File: config.mk
export PLATFORM = sky130hd
export DESIGN_NAME = obep_extent
export DESIGN_NICKNAME = d
export VERILOG_FILES = /design/src/rtl/core/obep_pkg.sv /design/src/rtl/core/obep_extent.sv
export SDC_FILE = /design/constraint.sdc
export NUM_CORES = 1
export LEC_CHECK = 0
export BUFFER_PORTS_ARGS = -buffer_cell sky130_fd_sc_hd__buf_2
export CAP_MARGIN = 25
export CORE_MARGIN = 4
export CORE_UTILIZATION = 55
export CTS_CLUSTER_DIAMETER = 30
export DETAILED_ROUTE_END_ITERATION = 10
export PLACE_DENSITY = 0.8
export SYNTH_ARGS = -nofsm -noshare
export SYNTH_HDL_FRONTEND = slang
export SYNTH_SLANG_ARGS = --single-unit
File: constraint.sdc
create_clock -name clock -period 5.12 [get_ports clock]
set_input_delay 0.512 -clock clock [delete_from_list [all_inputs] [get_ports clock]]
set_output_delay 0.512 -clock clock [all_outputs]
set_load 0.02 [all_outputs]
File: src/rtl/core/obep_pkg.sv
// Shared types, constants and the scaled dot-product function for the
// oriented box extent projector. No dependencies.
package obep_pkg;

   localparam int COORD_WIDTH     = 32;
   localparam int AXIS_FRAC_BITS  = 14;
   localparam int AXIS_COMP_WIDTH = 16;
   localparam int REG_WIDTH       = 3 * AXIS_COMP_WIDTH;
   localparam int CSR_IDX_WIDTH   = 2;

   // product of a widened coordinate and one axis component, and the
   // three-term sum with rounding headroom
   localparam int PROD_WIDTH = COORD_WIDTH + 1 + AXIS_COMP_WIDTH;
   localparam int DOT_WIDTH  = PROD_WIDTH + 2;
   localparam int QUOT_WIDTH = DOT_WIDTH - AXIS_FRAC_BITS;

   typedef logic signed [COORD_WIDTH-1:0]     coord_type;
   typedef logic signed [COORD_WIDTH:0]       wcoord_type;
   typedef logic        [COORD_WIDTH-2:0]     half_type;
   typedef logic signed [AXIS_COMP_WIDTH-1:0] comp_type;
   typedef logic        [CSR_IDX_WIDTH-1:0]   csr_idx_type;
   typedef logic        [REG_WIDTH-1:0]       csr_data_type;

   // x in the low bits, z in the high bits
   typedef struct packed {
      comp_type z;
      comp_type y;
      comp_type x;
   } axis_type;

   // one projected point on its way to the extent registers
   typedef struct packed {
      logic                  last;
      coord_type [2:0]       p;
   } proj_type;

   // finished extents of one point set
   typedef struct packed {
      coord_type [2:0] lo;
      coord_type [2:0] hi;
   } box_type;

   localparam csr_idx_type CSR_AXIS_U = csr_idx_type'(0);
   localparam csr_idx_type CSR_AXIS_V = csr_idx_type'(1);
   localparam csr_idx_type CSR_AXIS_W = csr_idx_type'(2);

   localparam coord_type COORD_MAX = coord_type'({1'b0, {(COORD_WIDTH-1){1'b1}}});
   localparam coord_type COORD_MIN = coord_type'({1'b1, {(COORD_WIDTH-1){1'b0}}});
   localparam comp_type  AXIS_ONE  = comp_type'(1) <<< AXIS_FRAC_BITS;

   localparam logic signed [DOT_WIDTH-1:0] DOT_ROUND =
      DOT_WIDTH'(1) <<< (AXIS_FRAC_BITS - 1);

   // (a . b) / 2^AXIS_FRAC_BITS, rounded half up, saturated
   function automatic coord_type scaled_dot(input wcoord_type a0, input wcoord_type a1,
                                            input wcoord_type a2, input comp_type b0,
                                            input comp_type b1, input comp_type b2);
      logic signed [PROD_WIDTH-1:0] p0;
      logic signed [PROD_WIDTH-1:0] p1;
      logic signed [PROD_WIDTH-1:0] p2;
      logic signed [DOT_WIDTH-1:0]  acc;
      logic        [QUOT_WIDTH-1:0] q;
      logic        [QUOT_WIDTH-COORD_WIDTH:0] top;
      p0  = a0 * b0;
      p1  = a1 * b1;
      p2  = a2 * b2;
      acc = DOT_WIDTH'(p0) + DOT_WIDTH'(p1) + DOT_WIDTH'(p2) + DOT_ROUND;
      q   = acc[DOT_WIDTH-1:AXIS_FRAC_BITS];
      top = q[QUOT_WIDTH-1:COORD_WIDTH-1];
      if ((&top) || !(|top)) begin
         return coord_type'(q[COORD_WIDTH-1:0]);
      end else if (q[QUOT_WIDTH-1]) begin
         return COORD_MIN;
      end else begin
         return COORD_MAX;
      end
   endfunction

endpackage

File: src/rtl/core/obep_extent.sv
// Running min/max of the projections along the three axes; hands the
// finished extents to the corner generator on the last point. Depends on obep_pkg.
module obep_extent (
   input  logic               clock,
   input  logic               reset,
   input  logic               proj_valid,
   output logic               proj_ready,
   input  obep_pkg::proj_type proj,
   output logic               box_valid,
   input  logic               box_ready,
   output obep_pkg::box_type  box
);
   import obep_pkg::*;

   coord_type lo_ff [3];
   coord_type hi_ff [3];
   coord_type lo_in [3];
   coord_type hi_in [3];
   coord_type lo_nx [3];
   coord_type hi_nx [3];
   logic      take;

   // a last point waits until the corner generator is free
   assign proj_ready = !proj_valid || !proj.last || box_ready;
   assign take       = proj_valid && proj_ready;
   assign box_valid  = proj_valid && proj.last;

   always_comb begin
      for (int i = 0; i < 3; i++) begin
         lo_nx[i] = ($signed(proj.p[i]) < lo_ff[i]) ? $signed(proj.p[i]) : lo_ff[i];
         hi_nx[i] = ($signed(proj.p[i]) > hi_ff[i]) ? $signed(proj.p[i]) : hi_ff[i];
         box.lo[i] = lo_nx[i];
         box.hi[i] = hi_nx[i];
         if (!take) begin
            lo_in[i] = lo_ff[i];
            hi_in[i] = hi_ff[i];
         end else if (proj.last) begin
            lo_in[i] = COORD_MAX;
            hi_in[i] = COORD_MIN;
         end else begin
            lo_in[i] = lo_nx[i];
            hi_in[i] = hi_nx[i];
         end
      end
   end

   always_ff @(posedge clock) begin
      if (reset) begin
         for (int i = 0; i < 3; i++) begin
            lo_ff[i] <= COORD_MAX;
            hi_ff[i] <= COORD_MIN;
         end
      end else begin
         for (int i = 0; i < 3; i++) begin
            lo_ff[i] <= lo_in[i];
            hi_ff[i] <= hi_in[i];
         end
      end
   end

endmodule

**Yosys cells after proc, flatten, opt, wreduce, memory -nomap -nowiden**

Memory sizes are Yosys's and may differ from the RTL's.
Cells that the tools add are included.
Widths: inputs -> output; s select.

- Register bits after elaboration: 0
- Latch bits: 0
- RAM bits: 192
- Memory bits (read-only): 0
- Input bits: 101
- Memories: 2

- $add $sub $neg: 0
- Multiply operators: 0
- Div/mod/pow operators: 0
- Order comparisons: 6
- Equal/unequal tests: 0
- Shifts and indexed selects: 0
- Multiplexer cells: 27
- Bitwise gates (word level): 6
- Reduce and logical (&&, ||, !) cells: 6

Memories:

| name | depth | width | read ports | clocked after Yosys merged registers in | write ports | line | RTL |
|---|---|---|---|---|---|---|---|
| hi_ff | 3 | 32 | 3 | 0 | 3 | obep_extent.sv:16 | `coord_type hi_ff [3];` |
| lo_ff | 3 | 32 | 3 | 0 | 3 | obep_extent.sv:15 | `coord_type lo_ff [3];` |

Operator list:

| cell | number |
|---|---|
| $mux 32 | 24 |
| $gt 32x32->1 | 3 |
| $lt 32x32->1 | 3 |
| $or 1x1->1 | 6 |
| $mux 1 | 3 |
| $logic_and 1x1->1 | 2 |
| $logic_not 1->1 | 2 |
| $logic_or 1x1->1 | 2 |

**Depth between registers and ports, before layout**

- Depth in word-level cells: 6
- Mapped depth: 11
- Gate-level depth less buffers: 9

**Worst setup path before layout**

OpenSTA, ideal clock, no wires.

- Kind: input to output
- From: input port proj[94] (netlist name)
- To: output port box[95] (netlist name)
- Data arrival time: 2688 ps
- Path slack: 1920 ps
- Stages: 9
- Buffers on the path: 1
- Path through: ha_1 -> a21oi_1 -> nand2_1 -> a221oi_2 -> o211ai_2 -> o311a_4 -> nor2_4 -> buf_6 -> mux2i_1

RTL lines:

| item | line | RTL |
|---|---|---|
| start: declaration | obep_extent.sv:8 | `input obep_pkg::proj_type proj,` |
| end: declaration | obep_extent.sv:11 | `output obep_pkg::box_type box` |

==> flow_summary_export.csv <==
group,metric,value,unit
timing,worst_slew_pin_slew,803,ps
cts,cts_tree,"yes",
pwr,power,4.43,mW
floorplanning,ios,295,
global_route,grt_pass1_vias,11600,
timing,period_needed,4240,ps
logic_synthesis,syn-num-nets,1703,
floorplanning,die_y,163,um
cells_and_area,nets,1963,
logic_synthesis,yosys_most_used_dff,"dfxtp_1",
cells_and_area,layout-drive-gt1-share,29.3,%
timing,skew,19.4,ps
logic_synthesis,synth_cells,1413,
pwr,power_density,286,mW/mm^2
routing,routed_wl,37200,um
logic_synthesis,synth_commonest_cells,"inv_1, dfxtp_1, ha_1, nand2_1, mux2_2",
run_status,status,"completed",
routing,firstDrtPassIters,5,
placed_design,place_congestion,0.884,
critical_path,cp_max_fo,17,
global_route,grt_antenna_before_repair,0,
logic_synthesis,synth.distinct_cells,71,
hold_path,min_path_type,"in2reg",
logic_synthesis,yosysTopAreaCellShare,29.0,%
cts,cts_root_buf,"clkbuf_16",
cts,cts_hold_buf,0,
routing,wl_per_cell,18.5,um
cells_and_area,area_delta_synth_final,16.9,%
timing,fin_crit_sh,82.9,%
global_route,globalRouteOverflowTotal,0,
critical_path,start_kind,"flip-flop",
floorplanning,fp.dieW,163,um
cts,clk-insertion-delay-late,450,ps
flow_run,maxCapViolCount,0,
routing,drc_errors,0,
logic_synthesis,ys_seq_area_share,29.0,%
critical_path,worstSetupPathType,"reg2out",
timing,fmax,236,MHz
cts,htreeDepth,4,
logic_synthesis,synth.most_common_cell,"inv_1",
critical_path,reg2regPathDepth,9,
logic_synthesis,syn_area_per_cell,9.38,sq um
global_route,grt_max_degree,55,
floorplanning,core_area,0.0236,sq mm
placed_design,hpwl,28000,um
cells_and_area,multi_input_area,0.00828,sq mm
floorplanning,die_area,0.0266,sq mm
timing,rsz0062_at_grt,"false",
global_route,grt_first_pass_wirelength,58700,um
logic_synthesis,yosys_warnings,0,
hold_path,min_path_cells,2,
timing,hold_viol,0,
routing,drtAntennaViolNets,0,
timing,finalSetupViolCount,0,
timing,slew_viol_final,0,
pwr,p_leak,7.48,nW
logic_synthesis,synth-async-reset-ratio,0,%
logic_synthesis,synth_area_leaders,"dfxtp_1, ha_1, mux2_2, inv_1, a32o_1",
routing,initialDrtViolationCount,839,
cells_and_area,seq_area,0.00384,sq mm
cells_and_area,n_fill_cell,1981,
critical_path,endpoint_kind,"output port",
timing,setup_tns,0,ps
logic_synthesis,yosys.area.top_type,"dfxtp_1",
cts,clk_transition_reported_paths,80,ps
routing,viasPerCell,5.96,
floorplanning,initial_core_util,56.1,%
cts,cts_sinks,192,
cts,clock_path_buffers,2,
critical_path,critPathArrivalTime,3730,ps
cts,postCtsSetupRepairBufs,0,
timing,maxSlewHeadroom,46.5,%
logic_synthesis,synth.cell_area,0.0133,sq mm
floorplanning,rows,56,
critical_path,critical_path_required,4610,ps
routing,dr_total_vias,11900,
placed_design,portBuffers,294,
logic_synthesis,ys_seq_elements,192,
cts,cts_buffers,17,
pwr,irDropWorstVdd,180,uV
logic_synthesis,synth_edf_count,0,
global_route,track_usage,27.0,%
cts,cts-resized-gates,0,
-- flip-flops by register name, indices dropped and copies added (netlist names) --
name / flops
hi_ff: 96
lo_ff: 96
-- cell type report --
class                           count  share of cell area (%)
Antenna cell                        1                  0.0162
Clock buffer                       20                    3.01
Clock inverter                     12                   0.776
Inverter                          200                    4.85
Multi-Input combinational cell    949                    53.5
Sequential cell                   192                    24.8
Tap cell                          319                    2.58
Timing Repair Buffer              313                    10.5
-- cell families (layout without fill, tap and decap cells) --
group,after synthesis,in the layout,share of synthesized area (%)
compound gates,411,411,24.0
buf+inv,272,545,8.66
simple gates,219,219,8.63
flops,192,192,29.0
fa+ha+maj,189,189,17.8
mux,130,130,11.8
other cells,0,1,0
-- stage by stage --
step / hold WS [ps] / worst slack [ps] / instance area (sq um) / std cells / utilization [%]
2_1_floorplan: 436 / 1920 / 13300 / 1413 / -
3_3_place_gp: 443 / 1230 / 14900 / 1973 / 63.1
3_5_place_dp: 450 / 1100 / 14900 / 1973 / 63.1
4_1_cts: 350 / 899 / 15500 / 2005 / 65.6
5_1_grt: 363 / 713 / 15500 / 2005 / 65.6
6_report: 358 / 877 / 15500 / 2006 / 65.6
-- routing by layer --
metal	track usage (%)	up-vias	wire length, um
met3	5.65	94	2320
met5	0	-	0
met1	34.2	5679	16100
met2	44.4	412	17400
met4	11.9	0	1400
li1	-	5763	-
-- worst paths after layout --
| path | from | end | slack [ps] |
|---|---|---|---|
| worst max-delay path | hi_ff[0][46] | box[34] | 880 |
| worst min-delay path | proj[19] | hi_ff[0][19] | 360 |
| worst max register to register | lo_ff[0][65] | lo_ff[0][91] | 1820 |
| worst min register to register | lo_ff[0][66] | lo_ff[0][66] | 460 |
-- where the power goes --
group | internal [mW] | leakage, nW | switching, mW
Sequential | 1.55 | 1.56 | 0.0427
Combinational | 0.572 | 5.63 | 0.911
Clock | 0.685 | 0.290 | 0.660
-- placed cells by master, fill, tap and decap left out, drive strengths merged, types with 4 or more instances in the layout --
cell,count
a32o,62
o21a,10
o32a,31
nor2,15
inv,206
mux2,126
nand4,38
a211oi,5
clkinv,6
ha,189
o211ai,5
mux2i,4
a221o,5
nand2,107
nand2b,5
buf,313
a21o,8
o22a,62
nor2b,5
o21ai,80
a21oi,68
o31ai,5
a22o,31
a2111oi,5
nand3,16
a21boi,4
nor4,9
clkbuf,20
a221oi,6
nor3,6
dfxtp,192
-- critical path: stages (launching register included) --
cell and delay (ps):
dfxtp_1 370, inv_1 60, ha_1 320, nand4_1 220
a2111oi_0 510, o31ai_1 170, and4b_1 290, nor2_4 460
buf_4 350, mux2_2 370, buf_2 160
No activity file was read; power rests on OpenSTA's default activity.
